**config.mk**
```make
export PLATFORM = sky130hd
export DESIGN_NAME = level_input_settle_debounce
export DESIGN_NICKNAME = d
export VERILOG_FILES = /design/src/hdl/lisd_pkg.sv /design/src/hdl/level_input_settle_debounce.sv /design/src/hdl/lisd_core.sv
export SDC_FILE = /design/constraint.sdc
export NUM_CORES = 1
export LEC_CHECK = 0
export ABC_CLOCK_PERIOD_IN_PS = 15700
export BUFFER_PORTS_ARGS = -buffer_cell sky130_fd_sc_hd__clkbuf_2
export CAP_MARGIN = 40
export CORE_UTILIZATION = 60
export DETAILED_ROUTE_END_ITERATION = 10
export PLACE_DENSITY = 0.79
export REMOVE_ABC_BUFFERS = 1
export SYNTH_ARGS = -nofsm -noshare
export SYNTH_HDL_FRONTEND = slang
export SYNTH_SLANG_ARGS = --single-unit
export TNS_END_PERCENT = 30
```
**constraint.sdc**
```tcl
create_clock -name clk -period 15.7 [get_ports clk]
set_input_delay 2.355 -clock clk [delete_from_list [all_inputs] [get_ports clk]]
set_output_delay 2.355 -clock clk [all_outputs]
set_load 0.1 [all_outputs]
```
**src/hdl/lisd_pkg.sv**
```systemverilog
`default_nettype none

package lisd_pkg;

  // Fixed field widths
  localparam int unsigned NOW_W  = 32;
  localparam int unsigned WIN_W  = 16;
  localparam int unsigned CFG_AW = 2;
  localparam int unsigned CFG_DW = 16;

  // Default width of the internal time arithmetic
  localparam int unsigned TIME_WIDTH_DEF = 32;

  // Configuration register indexes
  localparam logic [CFG_AW-1:0] CFG_ACTIVE_LOW = 2'd0;
  localparam logic [CFG_AW-1:0] CFG_DEBOUNCE   = 2'd1;
  localparam logic [CFG_AW-1:0] CFG_SETTLE     = 2'd2;

  // Configuration reset values
  localparam logic [WIN_W-1:0] DEBOUNCE_RST = 16'd50;
  localparam logic [WIN_W-1:0] SETTLE_RST   = 16'd100;

  // Input word operation codes
  localparam logic OP_SAMPLE   = 1'b0;
  localparam logic OP_POWER_ON = 1'b1;

  typedef struct packed {
    logic             op;
    logic [NOW_W-1:0] now_ms;
    logic             raw_level;
  } in_word_t;

  typedef struct packed {
    logic valid_res;
    logic present;
    logic raw_now;
  } out_word_t;

  typedef struct packed {
    logic             active_low;
    logic [WIN_W-1:0] debounce_window_ms;
    logic [WIN_W-1:0] settle_window_ms;
  } cfg_t;

endpackage

`default_nettype wire

```
**src/hdl/level_input_settle_debounce.sv**
```systemverilog
`default_nettype none

// Level-input debouncer with power-on settle time. Each input word is a
// sample (timestamp in ms plus raw level) or a power-on notice; every word
// yields exactly one result word with valid_res, present and raw_now.
// The block takes one word per cycle while out_ready keeps up: a word is held in
// the input register, where a single pass of compare/subtract logic against
// the mode and timing registers updates the state, and the result is then
// registered in the output register. A held-off result holds the input stage
// behind it. in_ready stays high while the input register is empty or can
// move on, so a new word is taken while a result waits for out_ready
// only if the input register is empty.
// Time differences are taken modulo 2^TIME_WIDTH; a window of zero elapses
// at once. Write the cfg_ registers only while the block is idle.

module level_input_settle_debounce #(
  parameter int unsigned TIME_WIDTH = lisd_pkg::TIME_WIDTH_DEF
) (
  input  wire logic                         clk,
  input  wire logic                         rst_n,
  input  wire logic                         in_valid,
  output logic                              in_ready,
  input  wire lisd_pkg::in_word_t           in_data,
  output logic                              out_valid,
  input  wire logic                         out_ready,
  output lisd_pkg::out_word_t               out_data,
  input  wire logic                         cfg_we,
  input  wire logic [lisd_pkg::CFG_AW-1:0]  cfg_index,
  input  wire logic [lisd_pkg::CFG_DW-1:0]  cfg_wdata
);

  lisd_pkg::cfg_t      cfg_r;
  lisd_pkg::in_word_t  s1_word_r;
  logic                s1_valid_r;
  lisd_pkg::out_word_t out_word_r;
  logic                out_valid_r;
  lisd_pkg::out_word_t core_res;
  logic                s1_adv;

  // Configuration registers: plain write, no read-back
  always_ff @(posedge clk) begin
    if (!rst_n) begin
      cfg_r.active_low         <= 1'b0;
      cfg_r.debounce_window_ms <= lisd_pkg::DEBOUNCE_RST;
      cfg_r.settle_window_ms   <= lisd_pkg::SETTLE_RST;
    end else if (cfg_we) begin
      unique case (cfg_index)
        lisd_pkg::CFG_ACTIVE_LOW: cfg_r.active_low         <= cfg_wdata[0];
        lisd_pkg::CFG_DEBOUNCE:   cfg_r.debounce_window_ms <= cfg_wdata;
        lisd_pkg::CFG_SETTLE:     cfg_r.settle_window_ms   <= cfg_wdata;
        default: ;  // drop writes to unused indexes
      endcase
    end
  end

  // Advance the input stage whenever the output register is free or drains
  assign s1_adv   = s1_valid_r && (!out_valid_r || out_ready);
  assign in_ready = !s1_valid_r || s1_adv;

  always_ff @(posedge clk) begin
    if (!rst_n) begin
      s1_valid_r <= 1'b0;
    end else if (in_ready) begin
      s1_valid_r <= in_valid;
    end
  end

  // Hold the word payload; no reset needed
  always_ff @(posedge clk) begin
    if (in_valid && in_ready) begin
      s1_word_r <= in_data;
    end
  end

  lisd_core #(
    .TIME_WIDTH (TIME_WIDTH)
  ) u_core (
    .clk   (clk),
    .rst_n (rst_n),
    .adv   (s1_adv),
    .word  (s1_word_r),
    .cfg   (cfg_r),
    .res   (core_res)
  );

  // Result register: load on advance, drop when taken
  always_ff @(posedge clk) begin
    if (!rst_n) begin
      out_valid_r <= 1'b0;
    end else if (s1_adv) begin
      out_valid_r <= 1'b1;
    end else if (out_ready) begin
      out_valid_r <= 1'b0;
    end
  end

  always_ff @(posedge clk) begin
    if (s1_adv) begin
      out_word_r <= core_res;
    end
  end

  assign out_valid = out_valid_r;
  assign out_data  = out_word_r;

  // A word in the input stage moves on as soon as the result register frees
  a_no_stall: assert property (@(posedge clk) disable iff (!rst_n)
    (s1_valid_r && !out_valid_r) |-> s1_adv)
    else $error("input stage stalled with empty result register");

  // Every advance produces a result word on the next cycle
  a_result: assert property (@(posedge clk) disable iff (!rst_n)
    s1_adv |=> out_valid_r)
    else $error("advanced word produced no result");

  // A pending result is never overwritten
  a_no_overwrite: assert property (@(posedge clk) disable iff (!rst_n)
    (out_valid_r && !out_ready) |-> !s1_adv)
    else $error("result overwritten before it was taken");

endmodule

`default_nettype wire

```
**src/hdl/lisd_core.sv**
```systemverilog
`default_nettype none

module lisd_core #(
  parameter int unsigned TIME_WIDTH = lisd_pkg::TIME_WIDTH_DEF
) (
  input  wire logic              clk,
  input  wire logic              rst_n,
  input  wire logic              adv,
  input  wire lisd_pkg::in_word_t  word,
  input  wire lisd_pkg::cfg_t      cfg,
  output lisd_pkg::out_word_t      res
);

  localparam logic [1:0] MODE_SETTLING = 2'd0;
  localparam logic [1:0] MODE_WARMUP   = 2'd1;
  localparam logic [1:0] MODE_TRACKING = 2'd2;

  logic [1:0]            mode_r, mode_nxt;
  logic                  settle_started_r, settle_started_nxt;
  logic [TIME_WIDTH-1:0] settle_start_r, settle_start_nxt;
  logic                  cand_r, cand_nxt;
  logic [TIME_WIDTH-1:0] win_start_r, win_start_nxt;
  logic                  stable_r, stable_nxt;
  logic                  last_raw_r, last_raw_nxt;

  logic [TIME_WIDTH-1:0] now;
  logic [TIME_WIDTH-1:0] settle_base;
  logic                  settle_done;
  logic                  debounce_done;

  assign now = TIME_WIDTH'(word.now_ms);

  // Settle window counts from this sample if it is the first one
  assign settle_base = settle_started_r ? settle_start_r : now;
  assign settle_done = TIME_WIDTH'(now - settle_base) >=
                       TIME_WIDTH'(cfg.settle_window_ms);
  assign debounce_done = TIME_WIDTH'(now - win_start_r) >=
                         TIME_WIDTH'(cfg.debounce_window_ms);

  always_comb begin
    mode_nxt           = mode_r;
    settle_started_nxt = settle_started_r;
    settle_start_nxt   = settle_start_r;
    cand_nxt           = cand_r;
    win_start_nxt      = win_start_r;
    stable_nxt         = stable_r;
    last_raw_nxt       = last_raw_r;
    if (word.op == lisd_pkg::OP_POWER_ON) begin
      mode_nxt           = MODE_SETTLING;
      settle_started_nxt = 1'b0;
    end else begin
      last_raw_nxt = word.raw_level;
      unique case (mode_r)
        MODE_WARMUP: begin
          if (word.raw_level != cand_r) begin
            cand_nxt      = word.raw_level;
            win_start_nxt = now;
          end else if (debounce_done) begin
            stable_nxt = cand_r;
            mode_nxt   = MODE_TRACKING;
          end
        end
        MODE_TRACKING: begin
          if (word.raw_level != cand_r) begin
            cand_nxt      = word.raw_level;
            win_start_nxt = now;
          end else if (cand_r != stable_r && debounce_done) begin
            stable_nxt = cand_r;
          end
        end
        default: begin
          // Settling, and the unused code behaves the same
          mode_nxt           = MODE_SETTLING;
          settle_started_nxt = 1'b1;
          settle_start_nxt   = settle_base;
          if (settle_done) begin
            mode_nxt      = MODE_WARMUP;
            cand_nxt      = word.raw_level;
            win_start_nxt = now;
          end
        end
      endcase
    end
  end

  always_ff @(posedge clk) begin
    if (!rst_n) begin
      mode_r           <= MODE_SETTLING;
      settle_started_r <= 1'b0;
      settle_start_r   <= '0;
      cand_r           <= 1'b0;
      win_start_r      <= '0;
      stable_r         <= 1'b0;
      last_raw_r       <= 1'b0;
    end else if (adv) begin
      mode_r           <= mode_nxt;
      settle_started_r <= settle_started_nxt;
      settle_start_r   <= settle_start_nxt;
      cand_r           <= cand_nxt;
      win_start_r      <= win_start_nxt;
      stable_r         <= stable_nxt;
      last_raw_r       <= last_raw_nxt;
    end
  end

  assign res.valid_res = (mode_nxt == MODE_TRACKING);
  assign res.present   = stable_nxt ^ cfg.active_low;
  assign res.raw_now   = last_raw_nxt;

  // Warm-up and tracking are only reachable through a started settle window
  a_started: assert property (@(posedge clk) disable iff (!rst_n)
    (mode_r != MODE_SETTLING) |-> settle_started_r)
    else $error("left settling without a settle window");

  // A power-on notice always drops back to settling
  a_power_on: assert property (@(posedge clk) disable iff (!rst_n)
    (adv && word.op == lisd_pkg::OP_POWER_ON) |=>
      (mode_r == MODE_SETTLING && !settle_started_r))
    else $error("power-on notice did not re-arm settling");

  // Stable level moves only to the candidate
  a_stable: assert property (@(posedge clk) disable iff (!rst_n)
    (adv && stable_nxt != stable_r) |-> (stable_nxt == cand_r))
    else $error("stable level changed to a non-candidate value");

  // Tracking is never entered straight from settling
  a_order: assert property (@(posedge clk) disable iff (!rst_n)
    (adv && mode_r == MODE_SETTLING) |-> (mode_nxt != MODE_TRACKING))
    else $error("skipped warm-up");

endmodule

`default_nettype wire
```
After elaboration in Yosys (flattened, before gate mapping)
Cells that the tools add are included.
{"block": "word_totals", "in_bits": 57, "wordCells": 74, "regBits": 142, "output_inout_bits": 5}
{"block": "classes", "n_mux": 23, "magnitude_cmp": 2, "n_eq_ne": 9, "n_reduce_logical": 17, "bitwise": 3, "addsub": 2}
{"op": "$mux W32", "n": 4}
{"op": "$ge A32 B16 Y1", "n": 2}
{"op": "$sub A32 B32 Y32", "n": 2}
{"op": "$mux W1", "n": 14}
{"op": "$reduce_and A2 Y1", "n": 4}
{"op": "$eq A2 B2 Y1 const B", "n": 3}
{"op": "$mux W2", "n": 3}
{"op": "$eq A2 B1 Y1 const B", "n": 2}
{"op": "$ne A2 B1 Y1 const B", "n": 2}
{"op": "$pmux W2 S2", "n": 1}
{"op": "$reduce_and A4 Y1", "n": 1}
{"op": "$reduce_bool A2 Y1", "n": 2}
{"op": "$logic_and A1 B1 Y1", "n": 3}
{"op": "$reduce_and A3 Y1", "n": 1}
{"op": "$logic_not A1 Y1", "n": 2}
{"op": "$logic_not A2 Y1", "n": 1}
{"op": "$logic_or A1 B1 Y1", "n": 2}
{"op": "$ne A1 B1 Y1", "n": 2}
{"op": "$not A1 Y1", "n": 2}
{"op": "$pmux W1 S2", "n": 1}
{"op": "$reduce_or A2 Y1", "n": 1}
{"op": "$xor A1 B1 Y1", "n": 1}

Logic depth before layout (Yosys ltp)
Gate-level depths: netlist (run 1).
{"block": "logic_depth", "depth_word": 8, "depth_mapped": 24, "depth_no_buf": 22}

Modules after synthesis
A second synthesis (run 1) with hierarchy kept.
{"block": "hier_totals", "cells_unflattened": 1251, "area_unflattened_um2": 10800.4}
{"mod": "lisd_core", "cells_per_inst": 1072, "seq_area_each_um2": 1401.3, "area_per_inst_um2": 8299.2, "instances": 1}
{"mod": "level_input_settle_debounce", "cells_per_inst": 179, "seq_area_each_um2": 1811.7, "area_per_inst_um2": 2501.1, "instances": 1}

Worst setup path after synthesis (run 1)
Ideal clock, no wire load.
{"block": "synth_path", "path_type": "input -> output", "from": "input out_ready", "to": "output in_ready", "cell_stages": 2, "slack_ns": 10.230, "t_required_ns": 13.345, "arrival_ns": 3.115, "path_buffers": 0, "cell_sequence": "nor2b_1 > nand2_1"}
{"block": "synth_between", "elab_chain_cells": 3}
{"item": "start: declaration", "line_no": "level_input_settle_debounce.sv:25", "rtl": "input wire logic out_ready,"}
{"item": "$logic_or A1 B1 Y1", "line_no": "level_input_settle_debounce.sv:57", "rtl": "assign s1_adv = s1_valid_r && (!out_valid_r || out_ready);"}
{"item": "$logic_and A1 B1 Y1", "line_no": "level_input_settle_debounce.sv:57"}
{"item": "$logic_or A1 B1 Y1", "line_no": "level_input_settle_debounce.sv:58", "rtl": "assign in_ready = !s1_valid_r || s1_adv;"}
{"item": "end: declaration", "line_no": "level_input_settle_debounce.sv:22", "rtl": "output logic in_ready,"}
Every way passes these cells.

Worst setup path after layout (run 1)
{"block": "layout_path", "from": "register u_core.settle_started_r", "to": "register u_core.win_start_r[0]"}
{"block": "layout_between", "elab_chain_cells": 5}
{"item": "start: declaration", "line_no": "lisd_core.sv:19", "rtl": "logic settle_started_r, settle_started_nxt;"}
{"item": "start signal: assignment", "line_no": "lisd_core.sv:97", "rtl": "settle_started_r <= settle_started_nxt;"}
{"item": "$mux W32", "line_no": "lisd_core.sv:34", "rtl": "assign settle_base = settle_started_r ? settle_start_r : now;"}
{"item": "$sub A32 B32 Y32", "line_no": "lisd_core.sv:35", "rtl": "assign settle_done = TIME_WIDTH'(now - settle_base) >="}
{"item": "$ge A32 B16 Y1", "line_no": "lisd_core.sv:35"}
{"item": "$reduce_bool A2 Y1 (no source line)"}
{"item": "$reduce_and A4 Y1 (no source line)"}
{"item": "end signal: assignment", "line_no": "lisd_core.sv:100", "rtl": "win_start_r <= win_start_nxt;"}
{"item": "end: declaration", "line_no": "lisd_core.sv:22", "rtl": "logic [TIME_WIDTH-1:0] win_start_r, win_start_nxt;"}
Every way passes these cells.
A chain may end at the register's enable or synchronous reset.

==> summary.md, run 1 <==
| Metric | Value |
|---|---|
| Status | `finished, final reports clean` |
| Std cell rows | `47` |
| Clock root buffer | `clkbuf_16` |
| Post-Syn Area | `0.0105 mm2` |
| Worst skew pair latency | `440 ps` |
| Pin count of the biggest net entering global routing | `89` |
| NumNets Final | `1,452` |
| H-tree depth | `4` |
| Critical path required time | `15,990 ps` |
| Flops & latches, synth | `142` |
| R2R depth | `22` |
| Max Clock Freq | `0.165 GHz` |
| CTS Hold Buffers Added | `0` |
| Placer Congestion | `0.970` |
| Tmin final | `6050 ps` |
| Clock Path Buffers | `2` |
| Post-synth ARST share | `0` |
| RR Startpoint | `u_core.settle_started_r$_SDFFE_PN0P_` |
| Reg2reg end | `u_core.win_start_r[0]$_SDFFE_PN0P_` |
| Combinational Power Share | `0.284` |
| Remaining DRCs | `0` |
| Per-cell routed wire length | `18.3 um` |
| Clock sinks | `142` |
| Final Max Slew Viols | `0` |
| Worst setup path class | `register to register` |
| Setup crit end kind | `register` |
| DR vias/cell | `6.23` |
| CTS resizes | `0` |
| Top cell type by total area after synthesis | `dfxtp_1` |
| Sequential Power Share | `0.359` |
| Fraction of layout cells with a size suffix above 1 | `0.0954` |
| Post-route clock period utilization | `0.385` |
| Crit path launch type | `register` |
| Leak | `0.00483 uW` |
| Synth area leaders | `dfxtp_1 20%, ha_1 11%, edfxtp_1 11%` |
| Clk slew on worst S/H paths | `60 ps` |
| Slew @ Worst Pin | `803 ps` |
| Area share of the largest cell type after synthesis | `0.201` |
| IO Port Bufs | `61` |
| Most frequent cell after synthesis | `nand2_1` |
| Die Y | `134 um` |
| DP Cell Count | `1,498` |
| GRT overflow | `0` |
| Clock Power Share | `0.357` |
| Final Total Pwr | `1140 uW` |
| Largest fanout on the critical path | `33` |
| R2R setup slack | `9650 ps` |
| Die area | `0.0180 mm2` |
| Register Area | `0.00321 mm2` |
| Post-Layout Cell Count | `1,530` |
| Initial core utilization | `0.623` |
| Unique masters post-synth | `73` |
| CP Data Arrival Time | `6340 ps` |
| Gr usage total | `0.320` |
| Max stage delay on crit path | `510 ps` |
| Final ANT Viol Nets | `0` |
| DRT Pass-1 Iters | `5` |
| Synth Instances | `1,260` |
| Internal cell power | `762 uW` |
| Top FF cell, synth | `dfxtp_1` |
| Post-synth top cells | `218 x nand2_1, 105 x dfxtp_1, 96 x ha_1` |
| Avg Cell Area, Syn | `8.32 um2` |
| First-pass GRT wire length | `44.9 mm` |
| Clock Skew | `12.9 ps` |
| Fillcell total | `1,402` |
| CP max stage cell | `a2111oi_2` |
| Unrepaired setup endpoints after global routing | `no` |
| Diodes inserted | `0` |
| Antenna violations before repair | `0` |
| Area Overhead vs Synth | `10.0%` |
| Routed WL | `28.0 mm` |
| Post-CTS setup repair buffer count | `0` |
| Number of global-route vias before repair | `8,882` |
| Sequential-to-total area share from yosys stat | `0.307` |
| Final setup TNS | `0 ps` |
| Final setup viols | `0` |
| Number of CTS-inserted buffers | `17` |
| Pwr dens | `99.2 mW/mm2` |
| TritonCTS clock tree | `built` |
| Vias | `9,538` |
| Switching pwr | `382 uW` |
| IO Pins | `62` |
| Die W | `134 um` |
| Slew Limit Headroom | `0.464` |
| Ys Warns | `0` |
| Min-delay worst type | `register to register` |
| Hold Path Stages | `2` |
| Post-DP HPWL | `21.2 mm` |
| Drt first-iter violations | `746` |
| Hold Fails Final Rpt | `0` |
| Switching portion of total power | `0.334` |
| Worst VDD drop | `80.8 uV` |
| Core box area | `0.0168 mm2` |
| EDFF count, synth | `37` |
| Worst setup path startpoint | `u_core.settle_started_r$_SDFFE_PN0P_` |
| # Max-Cap Violations | `0` |
| Worst setup path end | `u_core.win_start_r[0]$_SDFFE_PN0P_` |
| Multi-input logic area | `0.00678 mm2` |
| Crit path cell chain | `buf_4 > mux2i_1 > ha_1 > nor2b_1 > o2111ai_1 > a21oi_1 > o21ai_0 > nand2b_1 > a21oi_1 > xnor2_1 > ha_1 > and4_1 > a221o_1 > o2bb2ai_1 > a311oi_1 > o311ai_0 > a2111oi_0 > nand3_1 > a2111oi_2 > a211oi_4 > buf_4 > mux2i_1` |
==> worst max-delay path: cells and delay by family (launching register included) <==
kind                     cells  cell delay (ps)
AO/OA/AOI/OAI               11             2850
buffers and inverters        2              780
multiplexers                 2              610
AND/OR/NAND/NOR              4              600
adder cells (fa/ha/maj)      2              570
flip-flops                   1              340
XOR/XNOR                     1              140
==> worst min path at each step <==
stage                                        start                                  end  slack (ps)
2_1_floorplan  u_core.win_start_r[10]$_SDFFE_PN0P_  u_core.win_start_r[10]$_SDFFE_PN0P_         430
3_3_place_gp    u_core.win_start_r[9]$_SDFFE_PN0P_   u_core.win_start_r[9]$_SDFFE_PN0P_         440
3_5_place_dp   u_core.win_start_r[25]$_SDFFE_PN0P_  u_core.win_start_r[25]$_SDFFE_PN0P_         450
4_1_cts        u_core.win_start_r[25]$_SDFFE_PN0P_  u_core.win_start_r[25]$_SDFFE_PN0P_         460
5_1_grt        u_core.win_start_r[11]$_SDFFE_PN0P_  u_core.win_start_r[11]$_SDFFE_PN0P_         480
6_report       u_core.win_start_r[25]$_SDFFE_PN0P_  u_core.win_start_r[25]$_SDFFE_PN0P_         460
==> flip-flops by register name, indices dropped and copies added (netlist names) <==
signal and count:
cfg_r 33, u_core.last_raw_r 1, u_core.settle_start_r 32, u_core.mode_r 2
u_core.settle_started_r 1, s1_valid_r 1, u_core.stable_r 1, out_valid 1
s1_word_r 34, out_data 3, u_core.cand_r 1, u_core.win_start_r 32
==> layout by cell type (no fill, tap or decap), types with 5 or more instances in the layout <==
cell type  instances
a211oi_1          10
a21boi_0          29
a21o_1            31
a21oi_1           89
a22oi_1            5
a31oi_1            5
and3_1             8
and4_1             5
buf_4              7
clkbuf_16         17
clkbuf_2          60
dfxtp_1          104
edfxtp_1          37
ha_1              96
inv_1             82
mux2i_1           71
nand2_1          218
nand2b_1          13
nand3_1           21
nand4_1           25
nor2_1            48
nor2b_1           17
nor3_1            16
nor4_1             5
o211a_1           34
o211ai_1          16
o21a_1            15
o21ai_0           54
o21bai_1           8
o311ai_0           5
or2_2             10
or4_1              7
xnor2_1           28
xor2_1            20
==> power groups by stage <==
stage	registers (uW)	clock network, uW	logic [uW]
after floorplan	417	0	232
final	410	409	325
after global placement	417	0	311
after global routing	412	429	360
after detailed placement	418	0	315
after CTS	410	412	319
==> per-layer routing <==
layer	vias to the layer above	wire [um]	track usage
li1	4648	-	-
met2	405	12200	0.486
met3	79	1890	0.0556
met1	4406	12700	0.440
met4	0	1170	0.153
met5	-	0	0
==> logic make-up (layout without fill, tap and decap cells) <==
group,count (synthesis),after routing,synth area share
buffers and inverters,133,183,0.0480
DFF,142,142,0.307
muxes,74,74,0.0710
adders and majority gates,98,98,0.118
and+or+nand+nor,418,418,0.188
AOI/OAI and AO/OA,347,347,0.228
xor gates and xnor gates,48,48,0.0401
==> layout make-up <==
type,instances,share of cell area
Clock inverter,14,0.0138
Multi-Input combinational cell,985,0.588
Inverter,83,0.0270
Clock buffer,18,0.0372
Sequential cell,142,0.279
Tap cell,220,0.0239
Timing Repair Buffer,68,0.0316
==> metrics by stage <==
stage | hold slack [ps] | util | worst slack (ps) | area [um2]
4_1_cts | 459 | 0.686 | 9770 | 11500
6_report | 455 | 0.686 | 9650 | 11500
3_3_place_gp | 441 | 0.650 | 10090 | 10900
2_1_floorplan | 435 | - | 9190 | 10300
5_1_grt | 477 | 0.686 | 9360 | 11500
3_5_place_dp | 448 | 0.651 | 9870 | 10900
Power figures use the tool's default switching activity.
==> inputs of run 2 (changes only) <==
--- a/config.mk
+++ b/config.mk
@@ -5,12 +5,12 @@
 export SDC_FILE = /design/constraint.sdc
 export NUM_CORES = 1
 export LEC_CHECK = 0
-export ABC_CLOCK_PERIOD_IN_PS = 15700
+export ABC_CLOCK_PERIOD_IN_PS = 4900
 export BUFFER_PORTS_ARGS = -buffer_cell sky130_fd_sc_hd__clkbuf_2
 export CAP_MARGIN = 40
-export CORE_UTILIZATION = 60
+export CORE_UTILIZATION = 56
 export DETAILED_ROUTE_END_ITERATION = 10
-export PLACE_DENSITY = 0.79
+export PLACE_DENSITY = 0.77
 export REMOVE_ABC_BUFFERS = 1
 export SYNTH_ARGS = -nofsm -noshare
 export SYNTH_HDL_FRONTEND = slang
==> constraint.sdc (replaced) <==
create_clock -name clk -period 4.9 [get_ports clk]
set_input_delay 0.735 -clock clk [delete_from_list [all_inputs] [get_ports clk]]
set_output_delay 0.735 -clock clk [all_outputs]
set_load 0.1 [all_outputs]
==> summary.md, run 2 (synthesis gave the netlist of run 1 again) <==
| Metric | Value |
|---|---|
| Crit path cell chain | `buf_6 > mux2i_2 > ha_1 > a21o_1 > a221oi_2 > buf_4 > a21oi_2 > nor2b_2 > xnor2_1 > ha_1 > and4_1 > a221o_1 > o2bb2ai_2 > a311oi_2 > o311ai_2 > a2111oi_2 > nand3_1 > a2111oi_4 > buf_4 > a211oi_4 > clkbuf_16 > mux2i_1` |
| Initial core utilization | `0.577` |
| Core box area | `0.0181 mm2` |
| Final ANT Viol Nets | `0` |
| DR vias/cell | `6.13` |
| CP max stage cell | `dfxtp_4` |
| Max stage delay on crit path | `410 ps` |
| Gr usage total | `0.314` |
| Diodes inserted | `0` |
| NumNets Final | `1,536` |
| Final Total Pwr | `3820 uW` |
| Antenna violations before repair | `0` |
| Leak | `0.00530 uW` |
| Hold Path Stages | `2` |
| Switching pwr | `1260 uW` |
| Clock sinks | `142` |
| Crit path launch type | `register` |
| GRT overflow | `0` |
| Largest fanout on the critical path | `6` |
| Clock root buffer | `clkbuf_16` |
| Dpl ws | `-110 ps` |
| TritonCTS clock tree | `built` |
| IO Pins | `62` |
| # Max-Cap Violations | `0` |
| Area Overhead vs Synth | `18.8%` |
| Routed WL | `30.3 mm` |
| Vias | `9,951` |
| Combinational Power Share | `0.315` |
| Post-DP HPWL | `22.7 mm` |
| Die W | `139 um` |
| Std cell rows | `49` |
| R2R depth | `22` |
| Most common cell after layout, fill and taps aside | `nand2_1` |
| Placer Congestion | `0.948` |
| Worst VDD drop | `239 uV` |
| Critical path required time | `5210 ps` |
| Status | `finished with violations` |
| Biggest regs | `s1_word_r: 34 flops, cfg_r: 33 flops` |
| Slew @ Worst Pin | `932 ps` |
| IO Port Bufs | `61` |
| Final setup viols | `34` |
| Remaining DRCs | `2` |
| Internal cell power | `2560 uW` |
| Largest register by flop count | `s1_word_r` |
| Pwr dens | `307 mW/mm2` |
| DRT Pass-1 Iters | `8` |
| Final setup TNS | `-2980 ps` |
| Unrepaired setup endpoints after global routing | `yes` |
| Worst skew pair latency | `440 ps` |
| Final Max Slew Viols | `0` |
| Setup crit end kind | `register` |
| Switching portion of total power | `0.330` |
| Die area | `0.0193 mm2` |
| Tmin final | `5020 ps` |
| Hold Fails Final Rpt | `0` |
| Largest register FFs | `34` |
| CP Data Arrival Time | `5340 ps` |
| Die Y | `139 um` |
| Max Clock Freq | `0.199 GHz` |
| Worst setup path class | `register to register` |
| Per-cell routed wire length | `18.7 um` |
| Slew Limit Headroom | `0.379` |
| First-pass GRT wire length | `48.0 mm` |
| Commonest cells after routing, fill and taps aside | `217 x nand2_1, 104 x dfxtp_1, 93 x ha_1` |
| Sequential Power Share | `0.343` |
| Clock Power Share | `0.342` |
| Clk slew on worst S/H paths | `60 ps` |
| Clock Path Buffers | `2` |
| Number of global-route vias before repair | `9,346` |
| Post-route clock period utilization | `1.03` |
| Number of CTS-inserted buffers | `17` |
| Pin count of the biggest net entering global routing | `91` |
| Drt first-iter violations | `787` |
| H-tree depth | `4` |
| Violated checks | `DRC, setup timing` |
| Fillcell total | `1,394` |
| Fraction of layout cells with a size suffix above 1 | `0.173` |
| Min-delay worst type | `register to register` |
| Clock Skew | `10.5 ps` |
| Final worst slack | `-124 ps` |
-- run 2: path summary, 6_finish.rpt --
path,to,startpoint,slack (ps)
hold / removal,u_core.win_start_r[28]$_SDFFE_PN0P_,u_core.win_start_r[28]$_SDFFE_PN0P_,460
setup / recovery,u_core.win_start_r[1]$_SDFFE_PN0P_,u_core.settle_started_r$_SDFFE_PN0P_,-120
setup reg to reg,u_core.win_start_r[1]$_SDFFE_PN0P_,u_core.settle_started_r$_SDFFE_PN0P_,-120
hold reg to reg,u_core.win_start_r[28]$_SDFFE_PN0P_,u_core.win_start_r[28]$_SDFFE_PN0P_,460
-- run 2: layout make-up --
| cell class | count | area (um2) | share of cell area |
|---|---|---|---|
| multi-input cells | 985 | 6970 | 0.560 |
| flip-flops and latches | 142 | 3220 | 0.258 |
| clock buffers | 22 | 465 | 0.0374 |
| clock inverters | 10 | 114 | 0.00915 |
| well taps | 229 | 287 | 0.0230 |
| repair buffers | 152 | 1080 | 0.0865 |
| inverters | 83 | 312 | 0.0250 |
-- run 2: worst max-delay path: cells and delay by family, from the launching register on --
| family | cells | cell delay (ps) |
|---|---|---|
| muxes | 2 | 360 |
| adders and majority gates | 2 | 560 |
| and+or+nand+nor | 3 | 550 |
| DFF | 1 | 410 |
| AOI/OAI and AO/OA | 10 | 2110 |
| buffers and inverters | 4 | 740 |
| xor gates and xnor gates | 1 | 140 |
-- run 2: timing repair --
item / 4_1_cts / 5_1_grt
gates cloned: 2 / 1
buffers inserted: 9 / 9
pin swaps: 14 / 26
endpoints found under the setup margin: 33 / 38
resized for setup: 34 / 30
hold buffers: 0 / 0
-- run 2: per-layer routing --
| layer | track usage | vias to the layer above | share of wire |
|---|---|---|---|
| met1 | 0.432 | 4729 | 0.45 |
| met3 | 0.0459 | 73 | 0.067 |
| met4 | 0.127 | 0 | 0.033 |
| met2 | 0.497 | 352 | 0.45 |
| li1 | - | 4797 | - |
| met5 | 0 | - | 0 |
-- run 2: per-stage QoR --
stage | hold WS [ps] | instance area [um2] | util | std cells
3_5_place_dp | 449 | 11400 | 0.631 | 1571
2_1_floorplan | 435 | 10300 | - | 1210
5_1_grt | 469 | 12400 | 0.686 | 1623
6_report | 457 | 12400 | 0.686 | 1623
3_3_place_gp | 442 | 11400 | 0.630 | 1570
4_1_cts | 458 | 12200 | 0.675 | 1613
-- run 2: power groups by stage --
stage	clock network, uW	logic, uW	registers [uW]
2_1_floorplan	0	744	1340
3_3_place_gp	0	1080	1330
3_5_place_dp	0	1090	1330
4_1_cts	1310	1140	1310
5_1_grt	1360	1320	1320
6_report	1310	1200	1310
